===== src/rtl/plrf_pkg.sv =====
package plrf_pkg;

    localparam int DIMENSIONS = 3;
    localparam int COUNT_BITS = 16;
    localparam int MAX_AXES   = 3;
    localparam int AXIS_W     = 2;
    localparam int CNT_W      = 16;
    localparam logic [CNT_W-1:0] COUNT_LIMIT =
        (COUNT_BITS >= CNT_W) ? {CNT_W{1'b1}} : CNT_W'((64'd1 << COUNT_BITS) - 64'd1);

    localparam logic OP_TARGET   = 1'b0;
    localparam logic OP_NEIGHBOR = 1'b1;

    localparam logic signed [48:0] FORCE_MAX = 49'sd549755813887;
    localparam logic signed [48:0] FORCE_MIN = -49'sd549755813888;

    localparam logic [4:0] ROOT_STEPS_LAST = 5'd31;
    localparam logic [4:0] DIV_STEPS_LAST  = 5'd30;

    typedef struct packed {
        logic capture;
        logic load_target;
        logic decode;
        logic sq_mul;
        logic sq_add;
        logic root_init;
        logic root_step;
        logic root_chk;
        logic gap_mul;
        logic div_init;
        logic div_step;
        logic t_mul;
        logic acc;
        logic count;
        logic emit;
    } cmd_t;

    typedef struct packed {
        logic op;
        logic last;
        logic skip;
        logic chk_skip;
        logic axis_last;
        logic root_last;
        logic div_last;
    } sts_t;

endpackage


===== src/rtl/plrf_dp.sv =====
module plrf_dp (
    input  logic                aclk,
    input  logic                aresetn,
    input  plrf_pkg::cmd_t      cmd,
    output plrf_pkg::sts_t      sts,
    input  logic                cfg_wr,
    input  logic [31:0]         cfg_data,
    input  logic                s_op,
    input  logic signed [31:0]  s_pos_x,
    input  logic signed [31:0]  s_pos_y,
    input  logic signed [31:0]  s_pos_z,
    input  logic [30:0]         s_cutoff_radius,
    input  logic                s_tag_valid,
    input  logic [15:0]         s_unit_tag,
    input  logic                s_last,
    output logic signed [39:0]  m_force_x,
    output logic signed [39:0]  m_force_y,
    output logic signed [39:0]  m_force_z,
    output logic [15:0]         m_neighbor_count,
    output logic                m_saturated
);

    localparam int NA = plrf_pkg::MAX_AXES;
    localparam int AXIS_W_L = plrf_pkg::AXIS_W;

    logic [31:0]        gain_reg;
    logic signed [31:0] tgt_pos_reg [NA];
    logic [30:0]        tgt_rad_reg;
    logic               tgt_tv_reg;
    logic [15:0]        tgt_tag_reg;

    logic               in_op_reg, in_last_reg, in_tv_reg;
    logic signed [31:0] in_pos_reg [NA];
    logic [30:0]        in_rad_reg;
    logic [15:0]        in_tag_reg;

    logic [30:0]        mag_reg [NA];
    logic               neg_reg [NA];
    logic               skip_reg;
    logic [AXIS_W_L-1:0] axis_reg;
    logic [4:0]         step_reg;

    logic [63:0]        sumsq_reg, prod_reg;
    logic [63:0]        root_v_reg;
    logic [33:0]        root_rem_reg;
    logic [31:0]        root_reg;
    logic [30:0]        gap_reg, drem_reg, dq_reg;

    logic signed [39:0] acc_reg [NA];
    logic [15:0]        cnt_reg;
    logic               sat_reg;

    logic signed [39:0] out_f_reg [NA];
    logic [15:0]        out_cnt_reg;
    logic               out_sat_reg;

    // decode: differences and magnitudes
    logic signed [32:0] diff   [NA];
    logic [32:0]        mag_w  [NA];
    logic               far_any, tag_hit;

    always_comb begin
        far_any = 1'b0;
        for (int a = 0; a < NA; a++) begin
            diff[a]  = $signed({tgt_pos_reg[a][31], tgt_pos_reg[a]})
                     - $signed({in_pos_reg[a][31], in_pos_reg[a]});
            mag_w[a] = diff[a][32] ? 33'(-diff[a]) : 33'(diff[a]);
            if (a >= plrf_pkg::DIMENSIONS) mag_w[a] = '0;
            if (mag_w[a] > {2'b00, tgt_rad_reg}) far_any = 1'b1;
        end
        tag_hit = tgt_tv_reg && in_tv_reg && (tgt_tag_reg == in_tag_reg);
    end

    // shared multiplier
    logic [31:0] mul_a, mul_b;
    always_comb begin
        mul_a = '0;
        mul_b = '0;
        if (cmd.sq_mul) begin
            mul_a = {1'b0, mag_reg[axis_reg]};
            mul_b = {1'b0, mag_reg[axis_reg]};
        end else if (cmd.gap_mul) begin
            mul_a = {1'b0, gap_reg};
            mul_b = {1'b0, mag_reg[axis_reg]};
        end else if (cmd.t_mul) begin
            mul_a = gain_reg;
            mul_b = {1'b0, dq_reg};
        end
    end

    // square root, one result bit a step
    logic [35:0] root_tmp, root_trial;
    logic        root_ge;
    assign root_tmp   = {root_rem_reg, root_v_reg[63:62]};
    assign root_trial = {2'b00, root_reg, 2'b01};
    assign root_ge    = (root_tmp >= root_trial);

    // restoring divide, one quotient bit a step
    logic [31:0] div_tmp, div_sub;
    logic        div_ge;
    assign div_tmp = {drem_reg, dq_reg[30]};
    assign div_ge  = (div_tmp >= root_reg);
    assign div_sub = div_tmp - root_reg;

    logic chk_skip;
    assign chk_skip = (sumsq_reg == 64'd0) || (root_reg > {1'b0, tgt_rad_reg})
                   || ((root_reg == {1'b0, tgt_rad_reg}) && (root_rem_reg != 34'd0));

    // accumulate with clamp
    logic signed [48:0] acc_sum, acc_clamped;
    logic               acc_clip;
    always_comb begin
        acc_sum = neg_reg[axis_reg]
                ? 49'(acc_reg[axis_reg]) - $signed({2'b00, prod_reg[62:16]})
                : 49'(acc_reg[axis_reg]) + $signed({2'b00, prod_reg[62:16]});
        acc_clamped = acc_sum;
        acc_clip    = 1'b0;
        if (acc_sum > plrf_pkg::FORCE_MAX) begin
            acc_clamped = plrf_pkg::FORCE_MAX;
            acc_clip    = 1'b1;
        end else if (acc_sum < plrf_pkg::FORCE_MIN) begin
            acc_clamped = plrf_pkg::FORCE_MIN;
            acc_clip    = 1'b1;
        end
    end

    assign sts.op        = in_op_reg;
    assign sts.last      = in_last_reg;
    assign sts.skip      = skip_reg;
    assign sts.chk_skip  = chk_skip;
    assign sts.axis_last = (axis_reg == AXIS_W_L'(plrf_pkg::DIMENSIONS - 1));
    assign sts.root_last = (step_reg == plrf_pkg::ROOT_STEPS_LAST);
    assign sts.div_last  = (step_reg == plrf_pkg::DIV_STEPS_LAST);

    // payload and working registers
    always_ff @(posedge aclk) begin
        prod_reg <= mul_a * mul_b;
        if (cmd.capture) begin
            in_op_reg     <= s_op;
            in_last_reg   <= s_last;
            in_tv_reg     <= s_tag_valid;
            in_tag_reg    <= s_unit_tag;
            in_rad_reg    <= s_cutoff_radius;
            in_pos_reg[0] <= s_pos_x;
            in_pos_reg[1] <= s_pos_y;
            in_pos_reg[2] <= s_pos_z;
        end
        if (cmd.decode) begin
            for (int a = 0; a < NA; a++) begin
                mag_reg[a] <= mag_w[a][30:0];
                neg_reg[a] <= diff[a][32];
            end
            skip_reg  <= tag_hit || far_any;
            sumsq_reg <= '0;
        end
        if (cmd.sq_add) sumsq_reg <= sumsq_reg + prod_reg;
        if (cmd.root_init) begin
            root_v_reg   <= sumsq_reg;
            root_rem_reg <= '0;
            root_reg     <= '0;
        end
        if (cmd.root_step) begin
            root_v_reg <= {root_v_reg[61:0], 2'b00};
            if (root_ge) begin
                root_rem_reg <= 34'(root_tmp - root_trial);
                root_reg     <= {root_reg[30:0], 1'b1};
            end else begin
                root_rem_reg <= root_tmp[33:0];
                root_reg     <= {root_reg[30:0], 1'b0};
            end
        end
        if (cmd.root_chk) gap_reg <= tgt_rad_reg - root_reg[30:0];
        if (cmd.div_init) begin
            drem_reg <= prod_reg[61:31];
            dq_reg   <= prod_reg[30:0];
        end
        if (cmd.div_step) begin
            drem_reg <= div_ge ? div_sub[30:0] : div_tmp[30:0];
            dq_reg   <= {dq_reg[29:0], div_ge};
        end
        if (cmd.emit) begin
            for (int a = 0; a < NA; a++)
                out_f_reg[a] <= (a < plrf_pkg::DIMENSIONS) ? acc_reg[a] : 40'sd0;
            out_cnt_reg <= cnt_reg;
            out_sat_reg <= sat_reg;
        end
    end

    // architectural state, set by reset (gain to 1.0, the rest cleared)
    always_ff @(posedge aclk) begin
        if (!aresetn) begin
            gain_reg    <= 32'd65536;
            tgt_rad_reg <= '0;
            tgt_tv_reg  <= 1'b0;
            tgt_tag_reg <= '0;
            cnt_reg     <= '0;
            sat_reg     <= 1'b0;
            axis_reg    <= '0;
            step_reg    <= '0;
            for (int a = 0; a < NA; a++) begin
                tgt_pos_reg[a] <= '0;
                acc_reg[a]     <= '0;
            end
        end else begin
            if (cfg_wr) gain_reg <= cfg_data;
            if (cmd.load_target) begin
                tgt_rad_reg <= in_rad_reg;
                tgt_tv_reg  <= in_tv_reg;
                tgt_tag_reg <= in_tag_reg;
                cnt_reg     <= '0;
                sat_reg     <= 1'b0;
                for (int a = 0; a < NA; a++) begin
                    tgt_pos_reg[a] <= in_pos_reg[a];
                    acc_reg[a]     <= '0;
                end
            end
            if (cmd.decode || cmd.root_chk) axis_reg <= '0;
            if (cmd.sq_add && !sts.axis_last) axis_reg <= axis_reg + 1'b1;
            if (cmd.acc) begin
                acc_reg[axis_reg] <= acc_clamped[39:0];
                if (acc_clip) sat_reg <= 1'b1;
                if (!sts.axis_last) axis_reg <= axis_reg + 1'b1;
            end
            if (cmd.root_init || cmd.div_init) step_reg <= '0;
            if (cmd.root_step || cmd.div_step) step_reg <= step_reg + 5'd1;
            if (cmd.count) begin
                if (cnt_reg >= plrf_pkg::COUNT_LIMIT) sat_reg <= 1'b1;
                else cnt_reg <= cnt_reg + 16'd1;
            end
        end
    end

    assign m_force_x        = out_f_reg[0];
    assign m_force_y        = out_f_reg[1];
    assign m_force_z        = out_f_reg[2];
    assign m_neighbor_count = out_cnt_reg;
    assign m_saturated      = out_sat_reg;

endmodule


===== config.mk =====
export PLATFORM = sky130hd
export DESIGN_NAME = plrf_dp
export DESIGN_NICKNAME = d
export VERILOG_FILES = /design/src/rtl/plrf_pkg.sv /design/src/rtl/plrf_dp.sv
export SDC_FILE = /design/constraint.sdc
export NUM_CORES = 2
export LEC_CHECK = 0
export ABC_AREA = 1
export BUFFER_PORTS_ARGS = -buffer_cell sky130_fd_sc_hd__buf_4
export CAP_MARGIN = 20
export CORE_MARGIN = 2
export CORE_UTILIZATION = 40
export CTS_CLUSTER_DIAMETER = 200
export DETAILED_ROUTE_END_ITERATION = 6
export GPL_TIMING_DRIVEN = 0
export PLACE_DENSITY_LB_ADDON = 0.25
export SLEW_MARGIN = 20
export SYNTH_ARGS = -nofsm -noshare
export SYNTH_HDL_FRONTEND = slang
export SYNTH_SLANG_ARGS = --single-unit

===== constraint.sdc =====
create_clock -name aclk -period 21.5 [get_ports aclk]
set_input_delay 1.075 -clock aclk [delete_from_list [all_inputs] [get_ports aclk]]
set_output_delay 1.075 -clock aclk [all_outputs]
set_load 0.03 [all_outputs]

==> key figures <==
Status
  • Status: finished, final reports clean

Setup path
  • Worst path most repeated cell: fa_1
  • CP Max Fanout: 10
  • CP top delay family: adder cells
  • Worst r2r src: axis_reg[0]
  • Critical path arrival: 13,150 ps
  • CP startpoint kind: flip-flop
  • R2R Setup Slk: 9030 ps
  • Worst path slowest cell: o211ai_1
  • Crit end category: flip-flop
  • FF-to-FF End: prod_reg[62]
  • Critical path class: flip-flop to flip-flop
  • Worst Path Required: 22,180 ps
  • Crit path buf inv count: 6
  • Worst path max stage delay: 930 ps
  • R2R depth: 32

Floorplan
  • Initial Util: 40.2%
  • DIE WIDTH: 500 um
  • Die Height: 500 um
  • CORE AREA: 245,000 um^2
  • Core Rows: 182
  • # IOs: 340
  • Die Area: 250,000 um^2

Detailed routing
  • # DRC: 0
  • Total Routed Length: 356,000 um
  • WL/cell: 22.7 um
  • DR pass1 iterations: 6
  • Initial drt markers: 8,224
  • DR vias/cell: 5.29
  • Vias: 83,000
  • Number of routed nets with antenna violations: 0

Logic synthesis
  • Commonest cells in the netlist: 2,621 x nand2_1, 2,384 x inv_1, 921 x edfxtp_1
  • Post-Syn Area: 98,600 um^2
  • Synth top area share: 28.1%
  • YS warnings: 0
  • Synth area leaders: edfxtp_1 28%, fa_1 18%, nand2_1 10%
  • Post-synth top flop: edfxtp_1
  • Yosys top cell by area: edfxtp_1
  • Mapped Cells: 11,900
  • Syn_nets: 13,700
  • Post-synth EDFFs: 921
  • Synth unique cells: 67
  • Count leader, synth: nand2_1
  • Synthesized flop and latch total: 1,091
  • Ys async rst share: 0%
  • Post-synthesis sequential area ratio: 31.5%
  • Mean Syn Cell Area: 8.30 um^2

STA
  • Worst slew margin: 11.8%
  • Setup_tns: 0 ps
  • Clock skew: 95.7 ps
  • Achievable Freq: 80.2 MHz
  • Fin. Hold Viols: 0
  • Min Tclk post-route: 12,470 ps
  • Endpoints failing setup: 0
  • Slew Viols, Final: 0
  • RSZ-0062 raised after global routing: no
  • Tcrit/Tclk final: 58.0%
  • Least-Margin Pin Slew: 1320 ps
  • Hold Slack: 419 ps

Clocking
  • Clock root buffer: clkbuf_16
  • CTS sink cnt: 1,091
  • Clock latency on the worst-skew pair: 830 ps
  • Setup bufs post-CTS: 0
  • TritonCTS clock tree: built
  • # hold bufs at CTS: 0
  • Deepest clock path buffer count: 3
  • Post-CTS sizing: 0
  • H-tree depth: 3
  • Clk slew on worst S/H paths: 60 ps
  • CTS Buf Count: 116

Global routing
  • All-Layer GR Usage: 28.1%
  • First-pass GRT wire length: 522,000 um
  • Vias in the first global route: 80,600
  • Largest net degree at the start of global routing: 105
  • Gr ovfl total: 0
  • Initial antenna violation count: 11

Layout
  • Number of flip-flops under the largest register name: 160
  • Final net count: 14,200
  • Design area: 110,000 um^2
  • Layout cells sized above 1: 5.37%
  • Final Util: 44.7%
  • Layout area overhead: 11.2%

Placed design
  • Routability cong.: 1.04
  • PortBufs: 335
  • Post-DP HPWL: 291,000 um
  • Placement-stage cell area: 106,000 um^2

Run
  • Maxcap violations: 0

Min path
  • Hold WC Path Type: input port to flip-flop
  • Hold_sp: s_cutoff_radius[0]
  • Hold endpoint: in_rad_reg[0]
  • Hold depth: 1
-- how the worst max path moves through the flow --
| stage | cells past startpoint | startpoint | slack, ps | to |
|---|---|---|---|---|
| after global placement | 32 | axis_reg[0] | 9190 | prod_reg[62] |
| after floorplan | 32 | cmd[6] | 13230 | prod_reg[58] |
| after CTS | 32 | axis_reg[0] | 9270 | prod_reg[62] |
| after global routing | 32 | axis_reg[0] | 8780 | prod_reg[62] |
| after detailed placement | 32 | axis_reg[0] | 9330 | prod_reg[62] |
| final | 32 | axis_reg[0] | 9030 | prod_reg[62] |
-- cell type report --
class,count,area [um^2]
buffer,397,1670
clock inverter,75,928
sequential,1091,31100
tap,3220,4030
clock buffer,144,3060
timing repair buffer,356,2920
fill,24700,136000
multi-input combinational,7995,57000
inverter,2393,8980
antenna,6,15.0
-- logic make-up after synthesis --
kind of cell,synth area share (%)
AOI/OAI and AO/OA,10.1
xor gates and xnor gates,3.20
adders and majority gates,27.0
buffers and inverters,10.8
DFF,31.5
and+or+nand+nor,17.4
-- per-layer routing --
metal / vias up / wire [um] / track usage [%]
met3: 658 / 31500 / 5.37
met2: 3625 / 158000 / 44.2
met5: - / 23 / 0
met4: 4 / 18900 / 12.8
met1: 39900 / 147000 / 37.5
li1: 38800 / - / -
-- layout by cell type (no fill, tap or decap), types with 90 or more instances in the layout --
cell type,count
nand2_1,2618
inv_1,2384
edfxtp_1,921
nor2_1,902
fa_1,874
a21oi_1,781
ha_1,730
o21ai_0,541
nand3_1,408
buf_4,344
clkbuf_1,342
xor2_1,224
dfxtp_1,170
xnor2_1,132
clkbuf_16,118
nor3_1,90
-- per-stage QoR --
stage | std cells | setup WS, ps
after detailed placement | 15400 | 9330
after global placement | 15400 | 9190
final | 15700 | 9030
after CTS | 15700 | 9270
after floorplan | 11900 | 13230
after global routing | 15700 | 8780
Power is not shown: default switching activity piles up to over one toggle a cycle in this logic, so the estimate is an artifact.
