===== src/rtl/plrf_pkg.sv =====
package plrf_pkg;

    localparam int DIMENSIONS = 3;
    localparam int COUNT_BITS = 16;
    localparam int MAX_AXES   = 3;
    localparam int AXIS_W     = 2;
    localparam int CNT_W      = 16;
    localparam logic [CNT_W-1:0] COUNT_LIMIT =
        (COUNT_BITS >= CNT_W) ? {CNT_W{1'b1}} : CNT_W'((64'd1 << COUNT_BITS) - 64'd1);

    localparam logic OP_TARGET   = 1'b0;
    localparam logic OP_NEIGHBOR = 1'b1;

    localparam logic signed [48:0] FORCE_MAX = 49'sd549755813887;
    localparam logic signed [48:0] FORCE_MIN = -49'sd549755813888;

    localparam logic [4:0] ROOT_STEPS_LAST = 5'd31;
    localparam logic [4:0] DIV_STEPS_LAST  = 5'd30;

    typedef struct packed {
        logic capture;
        logic load_target;
        logic decode;
        logic sq_mul;
        logic sq_add;
        logic root_init;
        logic root_step;
        logic root_chk;
        logic gap_mul;
        logic div_init;
        logic div_step;
        logic t_mul;
        logic acc;
        logic count;
        logic emit;
    } cmd_t;

    typedef struct packed {
        logic op;
        logic last;
        logic skip;
        logic chk_skip;
        logic axis_last;
        logic root_last;
        logic div_last;
    } sts_t;

endpackage


===== src/rtl/plrf_ctrl.sv =====
module plrf_ctrl (
    input  logic           aclk,
    input  logic           aresetn,
    input  logic           s_valid,
    output logic           s_ready,
    output logic           m_valid,
    input  logic           m_ready,
    input  plrf_pkg::sts_t sts,
    output plrf_pkg::cmd_t cmd
);

    typedef enum logic [13:0] {
        S_IDLE      = 14'b00000000000001,
        S_DECODE    = 14'b00000000000010,
        S_SQ_MUL    = 14'b00000000000100,
        S_SQ_ADD    = 14'b00000000001000,
        S_ROOT_INIT = 14'b00000000010000,
        S_ROOT      = 14'b00000000100000,
        S_RCHK      = 14'b00000001000000,
        S_GAP_MUL   = 14'b00000010000000,
        S_DIV_INIT  = 14'b00000100000000,
        S_DIV       = 14'b00001000000000,
        S_T_MUL     = 14'b00010000000000,
        S_ACC       = 14'b00100000000000,
        S_COUNT     = 14'b01000000000000,
        S_FIN       = 14'b10000000000000
    } state_t;

    state_t state_reg, state_next;
    logic   m_valid_reg, m_valid_next;

    assign s_ready = (state_reg == S_IDLE);
    assign m_valid = m_valid_reg;

    always_comb begin
        state_next = state_reg;
        cmd        = '0;
        case (state_reg)
            S_IDLE: begin
                if (s_valid) begin
                    cmd.capture = 1'b1;
                    state_next  = S_DECODE;
                end
            end
            S_DECODE: begin
                if (sts.op == plrf_pkg::OP_TARGET) begin
                    cmd.load_target = 1'b1;
                    state_next      = S_FIN;
                end else begin
                    cmd.decode = 1'b1;
                    state_next = S_SQ_MUL;
                end
            end
            S_SQ_MUL: begin
                if (sts.skip) begin
                    state_next = S_FIN;
                end else begin
                    cmd.sq_mul = 1'b1;
                    state_next = S_SQ_ADD;
                end
            end
            S_SQ_ADD: begin
                cmd.sq_add = 1'b1;
                state_next = sts.axis_last ? S_ROOT_INIT : S_SQ_MUL;
            end
            S_ROOT_INIT: begin
                cmd.root_init = 1'b1;
                state_next    = S_ROOT;
            end
            S_ROOT: begin
                cmd.root_step = 1'b1;
                if (sts.root_last) state_next = S_RCHK;
            end
            S_RCHK: begin
                cmd.root_chk = 1'b1;
                state_next   = sts.chk_skip ? S_FIN : S_GAP_MUL;
            end
            S_GAP_MUL: begin
                cmd.gap_mul = 1'b1;
                state_next  = S_DIV_INIT;
            end
            S_DIV_INIT: begin
                cmd.div_init = 1'b1;
                state_next   = S_DIV;
            end
            S_DIV: begin
                cmd.div_step = 1'b1;
                if (sts.div_last) state_next = S_T_MUL;
            end
            S_T_MUL: begin
                cmd.t_mul  = 1'b1;
                state_next = S_ACC;
            end
            S_ACC: begin
                cmd.acc    = 1'b1;
                state_next = sts.axis_last ? S_COUNT : S_GAP_MUL;
            end
            S_COUNT: begin
                cmd.count  = 1'b1;
                state_next = S_FIN;
            end
            S_FIN: begin
                if (!sts.last) begin
                    state_next = S_IDLE;
                end else if (!m_valid_reg || m_ready) begin
                    cmd.emit   = 1'b1;
                    state_next = S_IDLE;
                end
            end
            default: state_next = S_IDLE;
        endcase
    end

    always_comb begin
        m_valid_next = m_valid_reg;
        if (cmd.emit) m_valid_next = 1'b1;
        else if (m_ready) m_valid_next = 1'b0;
    end

    always_ff @(posedge aclk) begin
        if (!aresetn) begin
            state_reg   <= S_IDLE;
            m_valid_reg <= 1'b0;
        end else begin
            state_reg   <= state_next;
            m_valid_reg <= m_valid_next;
        end
    end

    // result register must be free when a new result lands
    a_emit_free: assert property (@(posedge aclk) disable iff (!aresetn)
        cmd.emit |-> (!m_valid_reg || m_ready))
        else $error("result overwritten");

    // square root runs exactly 32 steps
    a_root_len: assert property (@(posedge aclk) disable iff (!aresetn)
        $rose(state_reg == S_ROOT) |-> ##31 (state_reg == S_ROOT) ##1 (state_reg == S_RCHK))
        else $error("root step count wrong");

    // a target item without last returns to idle quickly
    a_target_fast: assert property (@(posedge aclk) disable iff (!aresetn)
        (state_reg == S_DECODE && sts.op == plrf_pkg::OP_TARGET && !sts.last) |=>
        (state_reg == S_FIN) ##1 (state_reg == S_IDLE))
        else $error("target load path wrong");

endmodule


===== config.mk =====
export PLATFORM = sky130hd
export DESIGN_NAME = plrf_ctrl
export DESIGN_NICKNAME = d
export VERILOG_FILES = /design/src/rtl/plrf_pkg.sv /design/src/rtl/plrf_ctrl.sv
export SDC_FILE = /design/constraint.sdc
export NUM_CORES = 1
export LEC_CHECK = 0
export ABC_AREA = 1
export BUFFER_PORTS_ARGS = -buffer_cell sky130_fd_sc_hd__buf_2
export CAP_MARGIN = 10
export CORE_ASPECT_RATIO = 1.4
export CORE_MARGIN = 3
export CORE_UTILIZATION = 35
export DETAILED_ROUTE_END_ITERATION = 8
export PLACE_DENSITY_LB_ADDON = 0.2
export SLEW_MARGIN = 25
export SYNTH_ARGS = -nofsm -noshare
export SYNTH_HDL_FRONTEND = slang
export SYNTH_SLANG_ARGS = --single-unit

===== constraint.sdc =====
create_clock -name aclk -period 3.89 [get_ports aclk]
set_input_delay 0.389 -clock aclk [delete_from_list [all_inputs] [get_ports aclk]]
set_output_delay 0.389 -clock aclk [all_outputs]
set_load 0.03 [all_outputs]

==> results of run 1 <==
[per-stage QoR]
step | util | power (uW) | cells | hold slack (ns) | cell area, sq um
after detailed placement | 0.425 | 601 | 237 | 0.507 | 1250
after global placement | 0.425 | 603 | 237 | 0.505 | 1250
after CTS | 0.441 | 734 | 241 | 0.423 | 1290
final | 0.441 | 725 | 241 | 0.427 | 1290
after global routing | 0.441 | 792 | 241 | 0.443 | 1290
after floorplan | - | 543 | 177 | 0.505 | 1100
[power by group through the flow]
stage	registers [uW]	clock network (uW)	logic [uW]
after floorplan	196	0	347
after global placement	197	0	406
after detailed placement	198	0	403
after CTS	194	134	406
after global routing	197	144	452
final	195	129	401
[logic make-up (layout without fill, tap and decap cells)]
| family | Yosys count | in the layout | share of synthesized area |
|---|---|---|---|
| AND/OR/NAND/NOR | 109 | 109 | 0.519 |
| buffers and inverters | 46 | 73 | 0.175 |
| AO/OA/AOI/OAI | 7 | 7 | 0.0340 |
| flip-flops | 15 | 15 | 0.272 |
[worst max-delay path, delay by kind of cell (launching register included)]
family	cells	cell delay [ns]
DFF	1	0.32
buffers and inverters	1	0.21
and+or+nand+nor	5	0.81
[cells in the final DEF, fill, tap and decap left out]
cell type and count:
nand2_4 2, nand2_2 4, dfxtp_1 15, clkbuf_8 3, nor3_2 3, inv_2 1
nor2_4 2, nand4_1 1, clkbuf_1 1, o22ai_1 2, buf_2 27, nor3_1 4
nand2_1 34, nand3_1 16, o21ai_0 3, nand3_2 4, nor2_1 28, a21oi_1 2
nor2_8 1, nor2_2 9, inv_1 41, nor3_4 1
[path summary, 6_finish.rpt]
path | startpoint | endpoint | slack [ns]
max | state_reg[10]$_SDFFE_PN0P_ | cmd[11] | 1.91
min | sts[2] | state_reg[12]$_SDFFE_PN0P_ | 0.43
max reg2reg | state_reg[2]$_SDFFE_PN0P_ | state_reg[9]$_SDFFE_PN0P_ | 2.28
min reg2reg | m_valid$_SDFFE_PN0P_ | m_valid$_SDFFE_PN0P_ | 0.51
[area by class of cell]
cell class                 count  area (sq um)  area share
multi-input combinational    116           609       0.471
inverter                      42           158       0.122
tap                           37          46.3      0.0358
sequential                    15           300       0.232
timing repair buffer          27           135       0.104
clock buffer                   4          45.0      0.0348
[layer usage]
layer  share of wire  track usage  vias to the layer above
met3           0.046       0.0246                        2
met5               0            0                        -
met1            0.43        0.189                      469
met4          0.0080       0.0511                        0
met2            0.51        0.258                       23
li1                -            -                      590
==> flow_summary.json, run 1 <==
{
  "layout_setup_ws_ns": 1.91,
  "maxSlewViolCount": 0,
  "seqPwrFrac": 0.268,
  "clock-root-buffer": "clkbuf_8",
  "largest_reg_flops": 14,
  "slew_headroom": 0.621,
  "synth_edf_count": 0,
  "power.density_mw_per_mm2": 561,
  "switching_power_uw": 363,
  "synth_top_area_frac": 0.272,
  "finalCritPeriodShare": 0.509,
  "die_h_um": 72.4,
  "clk_pin_slew_worst_paths_ns": 0.06,
  "yosys_warnings": 0,
  "clock_latency_ns": 0.25,
  "setup_tns_ns": 0,
  "netlist_instances": 177,
  "drc": 0,
  "rsz0062_at_grt": "no",
  "fill_cells": 336,
  "required_ns": 3.50,
  "io_buffers": 27,
  "nets": 216,
  "cp.arrival_ns": 1.59,
  "clock-sinks": 15,
  "power_frac_clock": 0.178,
  "final.min_clock_period_ns": 1.98,
  "cellInternalPower_uw": 362,
  "ant_nets": 0,
  "cap_viol_max_count": 0,
  "coreArea_sq_mm": 0.00294,
  "drive_gt1_frac": 0.279,
  "clock_path_buffers": 2,
  "synth.top_cells.by_count": "inv_1 (41), nand2_1 (34), nor2_1 (28)",
  "htreeDepth": 1,
  "gr-usage-all-layers": 0.152,
  "worstMarginPinSlew_ns": 0.568,
  "cts_buffers": 3,
  "startpoint_type": "flop",
  "place_ws_ns": 2.18,
  "yosysMostFrequentCell": "inv_1",
  "ys_seq_area_frac": 0.272,
  "grt_max_degree": 15,
  "clock_skew_ns": 0.00399,
  "min_path_cells": 3,
  "synthArstFlopShare": 0,
  "viasPerCell": 4.50,
  "setup_violations": 0,
  "syn_area_sq_mm": 0.00110,
  "grt_pass1_vias": 1036,
  "cts_hold_buf": 0,
  "grt_overflow_total": 0,
  "vias": 1084,
  "cp_max_fo": 14,
  "routed_wl_mm": 2.49,
  "place.gp.congestion": 0.793,
  "ys_ff_latch": 15,
  "status": "finished, final reports clean",
  "grt_first_pass_wirelength_mm": 4.37,
  "post_cts_buffers": 0,
  "antenna_found_initial": 0,
  "pin_count": 28,
  "ys.flop_type": "dfxtp_1",
  "die_area_sq_mm": 0.00387,
  "syn_to_final_growth_pct": 17.4,
  "max_stage_delay_ns": 0.32,
  "path_cells": "nor2_1 -> nand2_2 -> nor2_4 -> nand2_1 -> nor2_2 -> buf_2",
  "ir_worst_vdd_mv": 0.270,
  "hold_class": "primary input to flop",
  "syn_area_per_cell_sq_um": 6.23,
  "sw_frac_of_total": 0.501,
  "cp-end-kind": "output port",
  "dp_hpwl_mm": 2.02,
  "start_util": 0.376,
  "synthTopCellsByArea": "dfxtp_1 (27%), inv_1 (14%), nand2_1 (12%)",
  "yosys.cell_types.count": 22,
  "max_freq_mhz": 505,
  "finalHoldViolations": 0,
  "cts_tree": "yes",
  "yosys.area.top_type": "dfxtp_1",
  "p_leak_uw": 0.000782,
  "cts_resized": 0,
  "path_class": "flop to output port",
  "drtIter0Drc": 29,
  "dieWidth_um": 53.4,
  "slowest_stage": "dfxtp_1",
  "dr.pass1.iters": 4,
  "num_rows": 23,
  "syn-num-nets": 188,
  "wl_per_cell_um": 10.3,
  "n_antenna_cell": 0,
  "p_comb_frac": 0.553,
  "r2r_cells": 9
}
Note: power is estimated with default switching activity, not from simulation.
==> run 2: changes to the inputs <==
==> constraint.sdc (replaced) <==
create_clock -name aclk -period 1.8 [get_ports aclk]
set_input_delay 0.18 -clock aclk [delete_from_list [all_inputs] [get_ports aclk]]
set_output_delay 0.18 -clock aclk [all_outputs]
set_load 0.03 [all_outputs]
==> run 2 against run 1 <==
Largest cell class unchanged. Critical path depth is the same. Die area is the same. Clock-buffer cell count shrank 1. Setup slack lost 1.8 ns. Register-to-register slack lost 1.9 ns. Sequential share of layout area shrank 1.2 points. Power grew 130%. Routed wire length grew 0.36%. First-iteration DRC count shrank 28%.
==> flow_summary.json, run 2 (synthesis gave the netlist of run 1 again) <==
{
  "io_buffers": 27,
  "finalHoldViolations": 0,
  "die_area_sq_mm": 0.00387,
  "fin_area_sq_mm": 0.00136,
  "status": "finished, final reports clean",
  "hold_class": "primary input to flop",
  "cts_hold_buf": 0,
  "holdWs_ns": 0.217,
  "clk_pin_slew_worst_paths_ns": 0.07,
  "setup_tns_ns": 0,
  "met3_length_um": 144,
  "mostFrequentLayoutCells": "inv_1 (41), nand2_1 (32), nor2_1 (27), buf_2 (23), nand3_1 (16)",
  "final_common_cell": "inv_1",
  "vias": 1117,
  "cap_viol_max_count": 0,
  "ant_nets": 0,
  "clock-sinks": 15,
  "worstMarginPinSlew_ns": 0.269,
  "clock_path_buffers": 2,
  "slew_headroom": 0.821,
  "highest_layer": "met4",
  "drc": 0,
  "antenna_found_initial": 0,
  "die_h_um": 72.4,
  "wl_per_cell_um": 10.2,
  "max_stage_delay_ns": 0.34,
  "finalCritPeriodShare": 0.945,
  "setup_violations": 0,
  "viasPerCell": 4.58,
  "slowest_stage": "dfxtp_1",
  "clock_skew_ns": 0.00317,
  "grt_overflow_total": 0,
  "grt_first_pass_wirelength_mm": 4.26,
  "path_class": "flop to output port",
  "rsz0062_at_grt": "yes",
  "finalPower_uw": 1670,
  "required_ns": 1.62,
  "cts_buffers": 3,
  "clock-root-buffer": "clkbuf_8",
  "route.layer.met1.wl_mm": 1.01,
  "syn_to_final_growth_pct": 23.6,
  "clock_latency_ns": 0.25,
  "gr-usage-all-layers": 0.150,
  "drive_gt1_frac": 0.309,
  "maxSlewViolCount": 0,
  "cts_tree": "yes",
  "cp-end-kind": "output port",
  "pin_count": 28,
  "start_util": 0.376,
  "startpoint_type": "flop",
  "route.met2.wl_mm": 1.27,
  "dp_hpwl_mm": 2.07,
  "num_rows": 23,
  "cp.arrival_ns": 1.52,
  "final.min_clock_period_ns": 1.70,
  "n_antenna_cell": 0,
  "p_leak_uw": 0.000812,
  "max_freq_mhz": 588,
  "dieWidth_um": 53.4,
  "ir_worst_vdd_mv": 0.571,
  "dr.pass1.iters": 4,
  "drtIter0Drc": 21,
  "final_util": 0.464,
  "coreArea_sq_mm": 0.00294,
  "place.gp.congestion": 0.855,
  "cp_max_fo": 8,
  "place_area_sq_mm": 0.00126,
  "path_cells": "nor2_4 -> nand2_4 -> nor2_8 -> inv_1 -> nor3_2 -> buf_2",
  "htreeDepth": 1,
  "largest_reg_flops": 14,
  "power.density_mw_per_mm2": 1220,
  "grt_max_degree": 15,
  "nets": 219,
  "routed_wl_mm": 2.50,
  "grt_pass1_vias": 1012
}
[run 2: cell type report]
| class | count | area (sq um) |
|---|---|---|
| Timing Repair Buffer | 30 | 180 |
| Fill cell | 351 | 1570 |
| Inverter | 42 | 158 |
| Sequential cell | 15 | 300 |
| Tap cell | 37 | 46.3 |
| Clock buffer | 3 | 41.3 |
| Multi-Input combinational cell | 116 | 632 |
| Clock inverter | 1 | 5.00 |
[run 2: layer usage]
metal / track usage / vias up
li1: - / 589
met1: 0.170 / 490
met2: 0.256 / 32
met3: 0.0308 / 6
met4: 0.0767 / 0
met5: 0 / -
[run 2: path summary, 6_finish.rpt]
check | start | slack (ns) | to | cells past startpoint
min reg2reg | m_valid$_SDFFE_PN0P_ | 0.51 | m_valid$_SDFFE_PN0P_ | 2
max | state_reg[6]$_SDFFE_PN0P_ | 0.1 | cmd[3] | 6
max reg2reg | state_reg[9]$_SDFFE_PN0P_ | 0.35 | state_reg[9]$_SDFFE_PN0P_ | 11
min | sts[4] | 0.22 | state_reg[3]$_SDFFE_PN0P_ | 4
[run 2: worst max-delay path, delay by kind of cell, from the launching register on]
kind / cells / cell delay (ns)
buffers and inverters: 2 / 0.33
flip-flops: 1 / 0.34
AND/OR/NAND/NOR: 4 / 0.60
[run 2: repair_timing]
action / 4_1_cts / 5_1_grt
gates resized for setup: 0 / 14
setup buffers: 0 / 1
setup endpoints to repair: 0 / 14
[run 2: through the flow]
| step | setup WS, ns | instances |
|---|---|---|
| floorplan | 0.267 | 177 |
| finish | 0.0991 | 244 |
| global placement | 0.281 | 239 |
| global route | -0.0101 | 244 |
| CTS | 0.00158 | 243 |
| detailed placement | 0.281 | 239 |
[run 2: report_power, final]
part	internal (uW)	switching [uW]	total [uW]
combinational	333	629	962
clock	153	123	277
sequential	379	50.4	429
==> run 3: changes to the inputs <==
--- a/config.mk
+++ b/config.mk
@@ -13,6 +13,7 @@
 export CORE_UTILIZATION = 35
 export DETAILED_ROUTE_END_ITERATION = 8
 export PLACE_DENSITY_LB_ADDON = 0.2
+export SETUP_SLACK_MARGIN = 0.3
 export SLEW_MARGIN = 25
 export SYNTH_ARGS = -nofsm -noshare
 export SYNTH_HDL_FRONTEND = slang
==> run 3 against run 2 <==
Via count up 8.9%. Final cell count up 7.0%. Setup slack better by 0.032 ns. Critical path type unchanged. Highest routed layer unchanged.
==> flow_summary.json, run 3 (synthesis gave the netlist of run 1 again) <==
{
  "status": "finished, final reports clean",
  "dieWidth_um": 53.4,
  "crit_end": "cmd[12]",
  "start_util": 0.376,
  "grt_max_degree": 14,
  "io_buffers": 27,
  "grt_pass1_vias": 1196,
  "routed_wl_mm": 3.11,
  "finalHoldViolations": 0,
  "cp_max_fo": 6,
  "grt_overflow_total": 0,
  "maxSlewViolCount": 0,
  "setup_tns_ns": 0,
  "ir_worst_vdd_mv": 0.796,
  "startpoint_type": "flop",
  "worstMarginPinSlew_ns": 0.320,
  "cts_hold_buf": 0,
  "clock-root-buffer": "clkbuf_8",
  "pin_count": 28,
  "crit_buf_inv": 2,
  "grt_first_pass_wirelength_mm": 5.03,
  "r2r_cells": 11,
  "place_area_sq_mm": 0.00126,
  "power.density_mw_per_mm2": 1220,
  "vias": 1216,
  "max_stage_delay_ns": 0.36,
  "clock_skew_ns": 0.00403,
  "required_ns": 1.62,
  "final.min_clock_period_ns": 1.67,
  "viasPerCell": 4.66,
  "ant_nets": 0,
  "drive_gt1_frac": 0.469,
  "critPathTopFamily": "simple AND/OR/NAND/NOR gates",
  "path_cells": "nor2_4 -> nand2_4 -> nor2_4 -> buf_6 -> nand2_4 -> nor2_4 -> buf_6",
  "path_depth": 7,
  "die_h_um": 72.4,
  "place_ws_ns": 0.242,
  "finalCritPeriodShare": 0.927,
  "slowest_stage": "dfxtp_4",
  "drtIter0Drc": 15,
  "wl_per_cell_um": 11.9,
  "slew_headroom": 0.785,
  "htreeDepth": 1,
  "clock_path_buffers": 2,
  "mostFrequentLayoutCells": "inv_1 (36), nand2_1 (27), nor2_1 (23), buf_4 (19), nand3_1 (15)",
  "clk_pin_slew_worst_paths_ns": 0.07,
  "r2r_end": "state_reg[0]$_SDFFE_PN1P_",
  "antenna_found_initial": 0,
  "clock-sinks": 15,
  "cts_buffers": 3,
  "place.gp.congestion": 0.808,
  "layout_setup_ws_ns": 0.131,
  "p_leak_uw": 0.000929,
  "cap_viol_max_count": 0,
  "cp-end-kind": "output port",
  "die_area_sq_mm": 0.00387,
  "coreArea_sq_mm": 0.00294,
  "dp_hpwl_mm": 2.06,
  "nets": 236,
  "gr-usage-all-layers": 0.173,
  "n_antenna_cell": 0,
  "rsz0062_at_grt": "yes",
  "largest_reg_flops": 14,
  "drc": 0,
  "setup_violations": 0,
  "fin_area_sq_mm": 0.00171,
  "max_freq_mhz": 599,
  "final_common_cell": "inv_1",
  "syn_to_final_growth_pct": 54.9,
  "clock_latency_ns": 0.25,
  "path_class": "flop to output port",
  "num_rows": 23,
  "startpoint": "state_reg[9]$_SDFFE_PN0P_",
  "final_util": 0.582,
  "r2r-start": "state_reg[9]$_SDFFE_PN0P_",
  "cts_tree": "yes",
  "dr.pass1.iters": 4,
  "hold_class": "primary input to flop",
  "cp.arrival_ns": 1.49,
  "reg2reg_slack_ns": 0.21,
  "cp_common_cell": "nor2_4"
}
-- run 3: cell types whose count changed in the layout (fill, tap and decap cells not counted), sizes merged --
cell	before	now
buf	30	45
clkbuf	3	5
inv	42	41
nor2	40	41
-- run 3: cell type report --
cell class,count,area [sq um]
flip-flops and latches,15,314
multi-input cells,117,763
well taps,37,46.3
inverters,42,163
repair buffers,46,377
fillers,289,1230
clock buffers,4,45.0
-- run 3: worst min-delay path by stage --
stage | slack (ns) | endpoint | depth (start not counted) | from
6_report | 0.22 | m_valid$_SDFFE_PN0P_ | 3 | sts[5]
5_1_grt | 0.25 | m_valid$_SDFFE_PN0P_ | 3 | sts[5]
4_1_cts | 0.21 | state_reg[4]$_SDFFE_PN0P_ | 3 | sts[2]
3_5_place_dp | 0.49 | m_valid$_SDFFE_PN0P_ | 4 | m_ready
3_3_place_gp | 0.48 | state_reg[4]$_SDFFE_PN0P_ | 3 | sts[2]
2_1_floorplan | 0.30 | state_reg[9]$_SDFFE_PN0P_ | 2 | aresetn
-- run 3: power breakdown --
part | switching [uW] | internal, uW | total [uW]
combinational | 818 | 533 | 1350
clock | 124 | 157 | 281
sequential | 56.1 | 389 | 445
-- run 3: repair_timing --
| item | 4_1_cts | 5_1_grt |
|---|---|---|
| buffers inserted | 14 | 4 |
| endpoints found under the setup margin | 24 | 28 |
| resized for setup | 47 | 31 |
| cloned | 1 | 0 |
| pin swaps | 15 | 12 |
-- run 3: tightest hold or removal path: stages --
cell and delay, ns:
buf_2 0.11, nand3_2 0.07, a21oi_1 0.06
-- run 3: stage by stage --
step / hold slack, ns / total power, uW / cells
after floorplan: 0.300 / 1180 / 177
after global placement: 0.478 / 1310 / 238
after detailed placement: 0.485 / 1320 / 238
after CTS: 0.213 / 1920 / 257
after global routing: 0.247 / 2230 / 261
final: 0.217 / 2080 / 261
-- run 3: routing by layer --
layer	track usage	wire (um)	vias up
met1	0.200	1250	552
met3	0.0226	121	5
met5	0	0	-
met2	0.303	1690	29
li1	-	-	630
met4	0.0852	48	0
